## config.mk

```make
export PLATFORM = sky130hd
export DESIGN_NAME = deployment_sequencer_unit
export DESIGN_NICKNAME = d
export VERILOG_FILES = /design/src/rtl/dseq_pkg.sv /design/src/rtl/deployment_sequencer_unit.sv
export SDC_FILE = /design/constraint.sdc
export NUM_CORES = 1
export LEC_CHECK = 0
export BUFFER_PORTS_ARGS = -buffer_cell sky130_fd_sc_hd__clkbuf_2
export CORE_UTILIZATION = 59
export CTS_BUF_LIST = sky130_fd_sc_hd__clkbuf_8
export CTS_CLUSTER_DIAMETER = 80
export DETAILED_ROUTE_END_ITERATION = 10
export PLACE_DENSITY = 0.79
export SLEW_MARGIN = 20
export SYNTH_ARGS = -nofsm -noshare
export SYNTH_HDL_FRONTEND = slang
export SYNTH_SLANG_ARGS = --single-unit
```

## constraint.sdc

```tcl
create_clock -name aclk -period 12 [get_ports aclk]
set_input_delay 0 -clock aclk [delete_from_list [all_inputs] [get_ports aclk]]
set_output_delay 0 -clock aclk [all_outputs]
set_load 0.1 [all_outputs]
```

## src/rtl/dseq_pkg.sv

```systemverilog
// Package for the deployment sequencer: state and fault codes, register map,
// stream payload widths. Used by deployment_sequencer_unit; depends on nothing.
`default_nettype none

package dseq_pkg;

    localparam int TIME_W     = 32;
    localparam int COUNT_W    = 4;
    localparam int ADDR_W     = 5;
    localparam int APB_DATA_W = 32;
    localparam int S_DATA_W   = 40;
    localparam int M_DATA_W   = 24;

    typedef enum logic [3:0] {
        ST_INHIBITED = 4'd0,
        ST_WAITING   = 4'd1,
        ST_ANT_PEND  = 4'd2,
        ST_ANT_ACT   = 4'd3,
        ST_ANT_VER   = 4'd4,
        ST_SOL_PEND  = 4'd5,
        ST_SOL_ACT   = 4'd6,
        ST_SOL_VER   = 4'd7,
        ST_COMPLETE  = 4'd8,
        ST_FAILED    = 4'd9
    } state_t;

    typedef enum logic [1:0] {
        FAULT_NONE    = 2'd0,
        FAULT_ANTENNA = 2'd1,
        FAULT_SOLAR   = 2'd2,
        FAULT_INVALID = 2'd3
    } fault_t;

    localparam logic CMD_TICK     = 1'b0;
    localparam logic CMD_RETRY    = 1'b1;
    localparam logic ELEM_ANTENNA = 1'b0;
    localparam logic ELEM_SOLAR   = 1'b1;

    localparam logic [2:0] REG_WAIT_TIME     = 3'd0;
    localparam logic [2:0] REG_ANTENNA_BURN  = 3'd1;
    localparam logic [2:0] REG_SOLAR_BURN    = 3'd2;
    localparam logic [2:0] REG_VERIFY_TIME   = 3'd3;
    localparam logic [2:0] REG_RETRY_DELAY   = 3'd4;
    localparam logic [2:0] REG_MAX_ATTEMPTS  = 3'd5;
    localparam logic [2:0] REG_DEPLOY_ENABLE = 3'd6;

    localparam logic [TIME_W-1:0]  RST_WAIT_TIME    = 32'd1800000;
    localparam logic [TIME_W-1:0]  RST_ANTENNA_BURN = 32'd10000;
    localparam logic [TIME_W-1:0]  RST_SOLAR_BURN   = 32'd10000;
    localparam logic [TIME_W-1:0]  RST_VERIFY_TIME  = 32'd5000;
    localparam logic [TIME_W-1:0]  RST_RETRY_DELAY  = 32'd5000;
    localparam logic [COUNT_W-1:0] RST_MAX_ATTEMPTS = 4'd3;

endpackage

`default_nettype wire

```

## src/rtl/deployment_sequencer_unit.sv

```systemverilog
// Deployment sequencer top level: stream input and output, APB register port,
// sequencing state machine. Depends on dseq_pkg.
//
// Usage: each input transaction is a timer tick (s_tuser = 0) or a forced
// retry command (s_tuser = 1); s_tdata carries the time in ms and the switch
// and element fields. Every input transaction yields exactly one status
// transaction on the m_ channel, showing the state after the item is applied.
// The burn-wire drive is reported in the status as burn_enable.
// The item is captured in an input register; combinational logic (a 32-bit
// time subtraction, a few compares and the state update) then loads the
// state registers and the result register, which drives m_tvalid. One item
// is accepted every cycle while the receiver keeps m_tready high.
// When the receiver holds m_tready low, the result register keeps its
// transaction and the input register keeps the next item; s_tready drops only
// when both are full, so no transaction is lost or repeated.
// Reset (aresetn low, synchronous) empties both registers, puts the sequencer
// in the inhibited state with cleared counts and flags, and loads the
// configuration registers with their default values. The user must write the
// configuration via the APB port only while idle; the block does not enforce it.
`default_nettype none

module deployment_sequencer_unit (
    input  wire logic                             aclk,
    input  wire logic                             aresetn,
    // now_ms[31:0], separation_switch[32], deployed_sense[33], retry_element[34]
    input  wire logic [dseq_pkg::S_DATA_W-1:0]    s_tdata,
    // cmd[0]
    input  wire logic                             s_tuser,
    input  wire logic                             s_tvalid,
    output logic                                  s_tready,
    // seq_state[3:0], burn_enable[4], separated[5], ant_confirmed[6],
    // antenna_tries[10:7], sol_confirmed[11], solar_tries[15:12],
    // fault_event[17:16], save_request[18]
    output logic [dseq_pkg::M_DATA_W-1:0]         m_tdata,
    output logic                                  m_tvalid,
    input  wire logic                             m_tready,
    input  wire logic                             psel,
    input  wire logic                             penable,
    input  wire logic                             pwrite,
    input  wire logic [dseq_pkg::ADDR_W-1:0]      paddr,
    input  wire logic [dseq_pkg::APB_DATA_W-1:0]  pwdata,
    output logic [dseq_pkg::APB_DATA_W-1:0]       prdata,
    output logic                                  pready
);

    // Configuration registers.
    logic [dseq_pkg::TIME_W-1:0]  wait_time_reg;
    logic [dseq_pkg::TIME_W-1:0]  antenna_burn_reg;
    logic [dseq_pkg::TIME_W-1:0]  solar_burn_reg;
    logic [dseq_pkg::TIME_W-1:0]  verify_time_reg;
    logic [dseq_pkg::TIME_W-1:0]  retry_delay_reg;
    logic [dseq_pkg::COUNT_W-1:0] max_attempts_reg;
    logic                         deploy_enable_reg;

    logic       cfg_write;
    logic [2:0] cfg_index;

    assign pready    = 1'b1;
    assign cfg_write = psel && penable && pwrite && pready;
    assign cfg_index = paddr[4:2];

    always_ff @(posedge aclk) begin
        if (!aresetn) begin
            wait_time_reg     <= dseq_pkg::RST_WAIT_TIME;
            antenna_burn_reg  <= dseq_pkg::RST_ANTENNA_BURN;
            solar_burn_reg    <= dseq_pkg::RST_SOLAR_BURN;
            verify_time_reg   <= dseq_pkg::RST_VERIFY_TIME;
            retry_delay_reg   <= dseq_pkg::RST_RETRY_DELAY;
            max_attempts_reg  <= dseq_pkg::RST_MAX_ATTEMPTS;
            deploy_enable_reg <= 1'b1;
        end else if (cfg_write) begin
            case (cfg_index)
                dseq_pkg::REG_WAIT_TIME:     wait_time_reg     <= pwdata;
                dseq_pkg::REG_ANTENNA_BURN:  antenna_burn_reg  <= pwdata;
                dseq_pkg::REG_SOLAR_BURN:    solar_burn_reg    <= pwdata;
                dseq_pkg::REG_VERIFY_TIME:   verify_time_reg   <= pwdata;
                dseq_pkg::REG_RETRY_DELAY:   retry_delay_reg   <= pwdata;
                dseq_pkg::REG_MAX_ATTEMPTS:  max_attempts_reg  <= pwdata[3:0];
                dseq_pkg::REG_DEPLOY_ENABLE: deploy_enable_reg <= pwdata[0];
                default: ;
            endcase
        end
    end

    always_comb begin
        case (cfg_index)
            dseq_pkg::REG_WAIT_TIME:     prdata = wait_time_reg;
            dseq_pkg::REG_ANTENNA_BURN:  prdata = antenna_burn_reg;
            dseq_pkg::REG_SOLAR_BURN:    prdata = solar_burn_reg;
            dseq_pkg::REG_VERIFY_TIME:   prdata = verify_time_reg;
            dseq_pkg::REG_RETRY_DELAY:   prdata = retry_delay_reg;
            dseq_pkg::REG_MAX_ATTEMPTS:  prdata = {28'd0, max_attempts_reg};
            dseq_pkg::REG_DEPLOY_ENABLE: prdata = {31'd0, deploy_enable_reg};
            default:                     prdata = '0;
        endcase
    end

    // Input register and result register handshake.
    logic                        in_valid_reg;
    logic                        in_cmd_reg;
    logic [dseq_pkg::TIME_W-1:0] in_now_reg;
    logic                        in_sep_reg;
    logic                        in_sense_reg;
    logic                        in_elem_reg;
    logic                        m_valid_reg;
    logic [dseq_pkg::M_DATA_W-1:0] m_data_reg;
    logic                        out_free;
    logic                        step;
    logic                        s_accept;

    assign out_free = !m_valid_reg || m_tready;
    assign step     = in_valid_reg && out_free;
    assign s_tready = !in_valid_reg || out_free;
    assign s_accept = s_tvalid && s_tready;
    assign m_tvalid = m_valid_reg;
    assign m_tdata  = m_data_reg;

    always_ff @(posedge aclk) begin
        if (!aresetn) begin
            in_valid_reg <= 1'b0;
        end else if (s_tready) begin
            in_valid_reg <= s_tvalid;
        end
    end

    always_ff @(posedge aclk) begin
        if (s_accept) begin
            in_cmd_reg   <= s_tuser;
            in_now_reg   <= s_tdata[31:0];
            in_sep_reg   <= s_tdata[32];
            in_sense_reg <= s_tdata[33];
            in_elem_reg  <= s_tdata[34];
        end
    end

    // Sequencer state.
    dseq_pkg::state_t             state_reg, state_next;
    logic [dseq_pkg::TIME_W-1:0]  entry_time_reg, entry_time_next;
    logic [dseq_pkg::COUNT_W-1:0] antenna_count_reg, antenna_count_next;
    logic [dseq_pkg::COUNT_W-1:0] solar_count_reg, solar_count_next;
    logic                         antenna_done_reg, antenna_done_next;
    logic                         solar_done_reg, solar_done_next;
    logic                         sep_seen_reg, sep_seen_next;
    logic                         burn_on_reg, burn_on_next;
    dseq_pkg::fault_t             fault_next;
    logic                         save_next;
    logic [dseq_pkg::TIME_W-1:0]  state_age;
    logic                         verify_elapsed;

    assign state_age      = in_now_reg - entry_time_reg;
    assign verify_elapsed = (state_age >= verify_time_reg)
                            && (state_age >= retry_delay_reg);

    always_comb begin
        state_next         = state_reg;
        entry_time_next    = entry_time_reg;
        antenna_count_next = antenna_count_reg;
        solar_count_next   = solar_count_reg;
        antenna_done_next  = antenna_done_reg;
        solar_done_next    = solar_done_reg;
        sep_seen_next      = sep_seen_reg;
        burn_on_next       = burn_on_reg;
        fault_next         = dseq_pkg::FAULT_NONE;
        save_next          = 1'b0;

        if (in_cmd_reg == dseq_pkg::CMD_RETRY) begin
            entry_time_next = in_now_reg;
            if (in_elem_reg == dseq_pkg::ELEM_ANTENNA) begin
                antenna_count_next = '0;
                antenna_done_next  = 1'b0;
                state_next         = dseq_pkg::ST_ANT_PEND;
            end else begin
                solar_count_next = '0;
                solar_done_next  = 1'b0;
                state_next       = dseq_pkg::ST_SOL_PEND;
            end
        end else begin
            case (state_reg)
                dseq_pkg::ST_INHIBITED: begin
                    if (in_sep_reg) begin
                        sep_seen_next   = 1'b1;
                        state_next      = dseq_pkg::ST_WAITING;
                        entry_time_next = in_now_reg;
                    end
                end
                dseq_pkg::ST_WAITING: begin
                    if ((state_age >= wait_time_reg) && deploy_enable_reg) begin
                        state_next      = dseq_pkg::ST_ANT_PEND;
                        entry_time_next = in_now_reg;
                    end
                end
                dseq_pkg::ST_ANT_PEND: begin
                    entry_time_next = in_now_reg;
                    if (in_sense_reg) begin
                        antenna_done_next = 1'b1;
                        state_next        = dseq_pkg::ST_SOL_PEND;
                    end else if (antenna_count_reg < max_attempts_reg) begin
                        burn_on_next       = 1'b1;
                        antenna_count_next = antenna_count_reg + 4'd1;
                        state_next         = dseq_pkg::ST_ANT_ACT;
                    end else begin
                        state_next = dseq_pkg::ST_FAILED;
                        fault_next = dseq_pkg::FAULT_ANTENNA;
                    end
                end
                dseq_pkg::ST_ANT_ACT: begin
                    if (state_age >= antenna_burn_reg) begin
                        burn_on_next    = 1'b0;
                        state_next      = dseq_pkg::ST_ANT_VER;
                        entry_time_next = in_now_reg;
                    end
                end
                dseq_pkg::ST_ANT_VER: begin
                    if (in_sense_reg) begin
                        antenna_done_next = 1'b1;
                        state_next        = dseq_pkg::ST_SOL_PEND;
                        entry_time_next   = in_now_reg;
                    end else if (verify_elapsed) begin
                        state_next      = dseq_pkg::ST_ANT_PEND;
                        entry_time_next = in_now_reg;
                    end
                end
                dseq_pkg::ST_SOL_PEND: begin
                    entry_time_next = in_now_reg;
                    if (in_sense_reg) begin
                        solar_done_next = 1'b1;
                        state_next      = dseq_pkg::ST_COMPLETE;
                    end else if (solar_count_reg < max_attempts_reg) begin
                        burn_on_next     = 1'b1;
                        solar_count_next = solar_count_reg + 4'd1;
                        state_next       = dseq_pkg::ST_SOL_ACT;
                    end else begin
                        state_next = dseq_pkg::ST_FAILED;
                        fault_next = dseq_pkg::FAULT_SOLAR;
                    end
                end
                dseq_pkg::ST_SOL_ACT: begin
                    if (state_age >= solar_burn_reg) begin
                        burn_on_next    = 1'b0;
                        state_next      = dseq_pkg::ST_SOL_VER;
                        entry_time_next = in_now_reg;
                    end
                end
                dseq_pkg::ST_SOL_VER: begin
                    if (in_sense_reg) begin
                        solar_done_next = 1'b1;
                        state_next      = dseq_pkg::ST_COMPLETE;
                        entry_time_next = in_now_reg;
                    end else if (verify_elapsed) begin
                        state_next      = dseq_pkg::ST_SOL_PEND;
                        entry_time_next = in_now_reg;
                    end
                end
                dseq_pkg::ST_COMPLETE: begin
                    save_next = 1'b1;
                end
                dseq_pkg::ST_FAILED: ;
                default: begin
                    state_next      = dseq_pkg::ST_INHIBITED;
                    entry_time_next = in_now_reg;
                    fault_next      = dseq_pkg::FAULT_INVALID;
                end
            endcase
        end
    end

    always_ff @(posedge aclk) begin
        if (!aresetn) begin
            state_reg         <= dseq_pkg::ST_INHIBITED;
            entry_time_reg    <= '0;
            antenna_count_reg <= '0;
            solar_count_reg   <= '0;
            antenna_done_reg  <= 1'b0;
            solar_done_reg    <= 1'b0;
            sep_seen_reg      <= 1'b0;
            burn_on_reg       <= 1'b0;
        end else if (step) begin
            state_reg         <= state_next;
            entry_time_reg    <= entry_time_next;
            antenna_count_reg <= antenna_count_next;
            solar_count_reg   <= solar_count_next;
            antenna_done_reg  <= antenna_done_next;
            solar_done_reg    <= solar_done_next;
            sep_seen_reg      <= sep_seen_next;
            burn_on_reg       <= burn_on_next;
        end
    end

    always_ff @(posedge aclk) begin
        if (!aresetn) begin
            m_valid_reg <= 1'b0;
        end else if (out_free) begin
            m_valid_reg <= in_valid_reg;
        end
    end

    always_ff @(posedge aclk) begin
        if (step) begin
            m_data_reg <= {5'd0, save_next, fault_next, solar_count_next,
                           solar_done_next, antenna_count_next, antenna_done_next,
                           sep_seen_next, burn_on_next, state_next};
        end
    end

    // A failure fault is only ever reported together with the failed state.
    assert property (@(posedge aclk) disable iff (!aresetn)
        m_valid_reg && (m_data_reg[17:16] == dseq_pkg::FAULT_ANTENNA
                        || m_data_reg[17:16] == dseq_pkg::FAULT_SOLAR)
        |-> m_data_reg[3:0] == dseq_pkg::ST_FAILED)
        else $error("failure fault without failed state");

    // A save request is only issued while the sequence is complete.
    assert property (@(posedge aclk) disable iff (!aresetn)
        m_valid_reg && m_data_reg[18] |-> m_data_reg[3:0] == dseq_pkg::ST_COMPLETE)
        else $error("save request outside complete state");

    // Once separation is seen, only reset clears it.
    assert property (@(posedge aclk) disable iff (!aresetn)
        $past(aresetn) |-> !$fell(sep_seen_reg))
        else $error("separation flag cleared");

    // The input side stalls only when both registers hold a transaction.
    assert property (@(posedge aclk) disable iff (!aresetn)
        !s_tready |-> in_valid_reg && m_valid_reg && !m_tready)
        else $error("input stalled while pipeline has room");

    // A stalled item in the input register does not advance the state.
    assert property (@(posedge aclk) disable iff (!aresetn)
        in_valid_reg && !out_free |=> $stable(state_reg) && $stable(entry_time_reg))
        else $error("state changed while result stalled");

endmodule

`default_nettype wire

```

== Word-level counts from Yosys, hierarchy flattened ==
Cells that the tools add are included.
Word-level totals
  word-level logic and storage cells: 139
  output and inout bits: 59
  input port bits: 85
  register bits: 270
Cells by class
  magnitude comparators: 7
  eq/ne operators: 21
  add/sub/neg operators: 3
  reductions and logical operators: 25
  mux-type cells: 59
Operator list (number)
  32-bit two-way mux: 7
  32-bit one-hot mux with 7 select lines: 1
  32-bit one-hot mux with 6 select lines: 1
  32-bit greater-or-equal comparator: 5
  4-bit two-way mux: 23
  4-bit one-hot mux with 9 select lines: 1
  32-bit subtractor: 1
  1-bit two-way mux: 21
  4-bit by 3-bit == test with 1-bit output (second input constant): 4
  2-bit AND reduction: 7
  3-bit inequality test (second input constant): 4
  3-bit == test (second input constant): 3
  4-bit by 1-bit adder with 4-bit output (second input constant): 2
  4-bit by 2-bit == test with 1-bit output (second input constant): 2
  4-bit == test (second input constant): 2
  4-bit < comparator: 2
  2-bit OR reduction: 4
  8-bit OR reduction: 1
  7-bit AND reduction: 1
  3-bit by 2-bit == test with 1-bit output (second input constant): 2
  1-bit logical AND: 6
  2-bit one-hot mux with 3 select lines: 1
  4-bit by 1-bit == test with 1-bit output (second input constant): 1
  4-bit logical NOT: 1
  9 further kinds: 12

== Depth between registers and ports, before layout ==
  word-level depth: 7
  mapped depth: 24

== Worst setup path after synthesis ==
Ideal clock, no wire load.
  kind: reg2reg
  start: register in_now_reg[0] (netlist name)
  end: register entry_time_reg[10] (netlist name)
  library setup time: 0.072 ns
  arrival: 4.825 ns
  clock period less this slack: 4.896 ns
  stages on the path, launching flop included: 24
  path buffers: 1
  required time: 11.928 ns
  setup slack: 7.104 ns
  cell sequence: edfxtp_1 > inv_1 > ha_1 > inv_1 > fa_1 > a21oi_1 > nor2_1 > o2111ai_1 > a21oi_1 > o2111ai_1 > a31oi_1 > a41oi_1 > nor2_1 > a211o_1 > ha_1 > nand4_1 > or4_1 > nor2_1 > o21ai_1 > a21boi_1 > o21bai_4 > o31ai_4 > buf_8 > mux2i_1
Between the ends
  longest elaborated chain between the ends: 5
  elaborated cells between the ends (all ways): 13
  those cells by class: add/sub: 1; order compare: 5; eq/ne: 4; reduce/logical: 3
RTL lines
  from (decl): line deployment_sequencer_unit.sv:101  | logic [dseq_pkg::TIME_W-1:0] in_now_reg;
  from (signal assigned): line deployment_sequencer_unit.sv:129  | in_now_reg <= s_tdata[31:0];
  32-bit subtractor *: line deployment_sequencer_unit.sv:150  | assign state_age = in_now_reg - entry_time_reg;
  32-bit greater-or-equal comparator, on equally long branches: line deployment_sequencer_unit.sv:151, deployment_sequencer_unit.sv:152, deployment_sequencer_unit.sv:187
  1-bit logical AND, on equally long branches: line deployment_sequencer_unit.sv:152, deployment_sequencer_unit.sv:187
  4-bit by 1-bit inequality test with 1-bit output (no source line) or 3-bit inequality test (tied branches)
  7-bit AND reduction (no source line) *
  to (signal assigned): line deployment_sequencer_unit.sv:279  | entry_time_reg <= entry_time_next;
  to (decl): line deployment_sequencer_unit.sv:138  | logic [dseq_pkg::TIME_W-1:0] entry_time_reg, entry_time_next;
Mark *: on every way between the ends. The rest lies on a longest branch, timed or not.
A chain may end at the register's enable or synchronous reset.

== Final worst setup path ==
  start: register in_now_reg[0] (netlist name)
  end: register entry_time_reg[14] (netlist name)
The elaborated chain is that of the path after synthesis.

==> impl_results.md <==
* Post-synthesis xor/xnor area fraction at about 1.2%
* Storage element area at approximately 6000 µm²
* Average vias per placed instance at 5.88
* RR Endpoint: entry_time_reg[14]$_SDFFE_PN0P_
* Routed WL at 48100 µm
* CP Max Fanout at 32
* Leakage Power at between 0.008 and 0.009 µW
* Routed len/inst at about 18 µm
* Vias in the first global route at 14900
* Synth Area in Simple Gates at 17.5%
* Largest family of logic cells by synthesized area: compound AO/OA/AOI/OAI gates
* Max Fclk at 158 MHz
* Top Ports at 144
* Fin crit period at ~6.3 ns
* Initial antenna violation count at 2
* Yosys reg bits at 270
* Final setup violation count at 0
* Most frequent cell after synthesis: nand2_1
* Flop2flop setup slack at ~5.7 ns
* Inserted Clock Buffers at 46
* ANT nets after route at 0
* Final net count at between 2000 and 3000
* Largest net degree at the start of global routing at 103
* Fin crit share at a little over half
* Util after Layout at between 60% and 70%
* Area grow syn2layout at 14.3%
* Core area at approximately 28000 µm²
* H-tree levels at 2
* Tightest Pin Transition at between 1 and 1.5 ns
* Distinct cells, synth at a little over 80
* RR Startpoint: in_now_reg[0]$_DFFE_PP_
* Syn. warnings at 0
* Synth Cell Area at around 17000 µm²
* DRC Markers at 0
* First-pass GRT wire length at ~75000 µm
* Filler instances at roughly 2300
* Post-CTS sizing at 0
* Final WS setup at ~5.7 ns
* Arr. time, crit path at between 6 and 7 ns
* Startpoint Class: flip-flop
* Grt total ovfl at 0
* Clock transition at path regs at roughly 0.07 ns
* Leading area contributor after synthesis: dfxtp_1
* Status: completed
* Worst Path Required at 12.48 ns
* Initial drt markers at roughly 1200
* Hold Crit Class: input port to flip-flop
* Mean Syn Cell Area at ~8.3 µm²
* Yosys top cell area share at around a quarter
* Hold slack at 0.0753 ns
* Chip width at ~170 µm
* Initial core utilization at 60.7%
* Vias at between 15000 and 20000
* Synth Area in Adders at between 10% and 20%
* GR Util All Layers at ~32%
* Count of pins over their slew limit at 0
* Setup Skew at roughly 0.021 ns
* Prevailing post-synth register cell: dfxtp_1
* Hold_buf cts at 72
* Compound-Gate Fraction of Synth Area at around a fifth
* Die Ht at between 150 and 200 µm
* Post-synthesis mux area share at 4.71%
* Global placer's final weighted congestion at roughly 0.97
* Post-DP HPWL at around 34000 µm
* Hold Path Depth at 2
* Root Driver: clkbuf_8
* Dpl ws at about 5.8 ns
* Worst-skew pair later-pin latency at between 0.5 and 0.6 ns
* CP startpoint: in_now_reg[0]$_DFFE_PP_
* Die ar. at slightly below 30000 µm²
* Setup CP Type: flip-flop to flip-flop
* Worst-case reg-to-reg path depth at 24
* Ys async rst share at 0%
* CP endpoint kind: flip-flop
* Maxcap violations at 0
* CTS tree: done
* Maximum vdd drop at 0.000102 V
* Synth top cells by count: nand2_1 (460), dfxtp_1 (215), inv_1 (204), ha_1 (199), a21oi_1 (129)
* Setup TNS at 0 ns
* Clk buf depth at 3
* TritonCTS Sinks at 270
* Worst setup path end: entry_time_reg[14]$_SDFFE_PN0P_
* Num rows at 61
* Share of cells above drive strength 1 at about a tenth
* Synth area leaders: dfxtp_1 (25%), ha_1 (15%), nand2_1 (10%)
* PwrDens at between 100 and 150 nW/µm²
* PortBufs at 130
* Relative slew slack at a little under a third
* Area of the multi-input gates at between 9000 and 10000 µm²
* Gate Count Post-Synth at 2062
* Unrepaired setup endpoints after global routing: no
* Post-synth EDFFs at 55
* Post-CTS Setup Inserts at 0
* 1st-pass router iterations at 5
* Post-synthesis sequential area ratio at 34.8%
* Final Hold Vio Count at 0
[kinds of logic (layout without fill, tap and decap cells)]
family	Yosys count	after routing
adders and majority gates	200	200
buffers and inverters	304	510
AOI/OAI and AO/OA	496	496
other	2	8
DFF	270	270
muxes	79	79
and+or+nand+nor	688	688
xor gates and xnor gates	23	23
[metrics by stage]
step                      cell area (µm²)  power [µW]  instances
after floorplan                     17100        1480       2066
after detailed placement            17900        1670       2494
after global placement              17900        1640       2494
final                               19500        2510       2652
after global routing                19500        2630       2652
after CTS                           19500        2500       2650
[where the power goes]
part	internal, µW	leakage (µW)	switching, µW
Clock	429	0.000525	394
Combinational	262	0.00524	452
Sequential	953	0.00228	17.8
[worst max-delay path, stage by stage (launching register included)]
cell and delay (ns):
edfxtp_1 0.42, inv_1 0.08, ha_1 0.15, inv_1 0.05
fa_1 0.39, a21oi_1 0.19, nor2_1 0.08, o2111ai_1 0.25
a21oi_1 0.17, o2111ai_1 0.25, a31oi_1 0.23, a41oi_1 0.32
nor2_1 0.08, a211o_1 0.38, ha_1 0.34, nand4_1 0.21
nor3_1 0.40, and3_1 0.28, o41ai_1 0.14, nor3b_1 0.16
a21oi_1 0.51, nor4_2 0.14, o31ai_4 0.19, buf_4 0.49
mux2i_1 0.28
[worst min-delay path by stage]
| stage | slack [ns] | to | start |
|---|---|---|---|
| after global routing | 0.09 | retry_delay_reg[3]$_SDFFE_PN1P_ | aresetn |
| after global placement | 0.18 | in_now_reg[11]$_DFFE_PP_ | s_tdata[11] |
| after CTS | 0.05 | antenna_burn_reg[8]$_SDFFE_PN1P_ | aresetn |
| after floorplan | 0.1 | in_cmd_reg$_DFFE_PP_ | s_tuser |
| after detailed placement | 0.18 | in_now_reg[18]$_DFFE_PP_ | s_tdata[18] |
| final | 0.08 | antenna_burn_reg[8]$_SDFFE_PN1P_ | aresetn |
[cell type report]
cell class / count / area share, %
multi-input cells: 1492 / 50.8
flip-flops and latches: 270 / 30.5
repair buffers: 221 / 7.76
clock buffers: 57 / 4.01
inverters: 205 / 3.94
well taps: 378 / 2.42
clock inverters: 27 / 0.608
diodes: 2 / 0.0256
[layer usage]
metal | wire length [µm] | track usage (%) | part of all wire [%] | up-vias
met5 | 0 | 0 | 0 | -
met4 | 2030 | 14.9 | 4.2 | 0
met3 | 3980 | 6.18 | 8.3 | 135
met2 | 22100 | 54.1 | 46 | 612
met1 | 20000 | 40.6 | 42 | 7363
li1 | - | - | - | 7491
[cell usage in the layout, fill, tap and decap left out, types with 8 or more instances in the layout]
| cell | n |
|---|---|
| dfxtp_1 | 215 |
| dlygate4sd3_1 | 72 |
| o21a_1 | 9 |
| nor3_1 | 21 |
| o211ai_1 | 36 |
| a21boi_0 | 88 |
| nor2_1 | 59 |
| a21o_1 | 59 |
| and3_1 | 11 |
| a31oi_1 | 12 |
| nand2_1 | 460 |
| nand2b_1 | 13 |
| a21oi_1 | 129 |
| inv_1 | 217 |
| nand3_1 | 25 |
| and2_1 | 8 |
| edfxtp_1 | 55 |
| ha_1 | 199 |
| nand4_1 | 29 |
| nor2b_1 | 24 |
| o21ai_0 | 62 |
| clkbuf_2 | 129 |
| clkinv_2 | 11 |
| xnor2_1 | 16 |
| a221o_1 | 30 |
| mux2i_1 | 76 |
| clkbuf_8 | 57 |
| buf_4 | 20 |
Note: power is estimated with default switching activity, not from simulation.
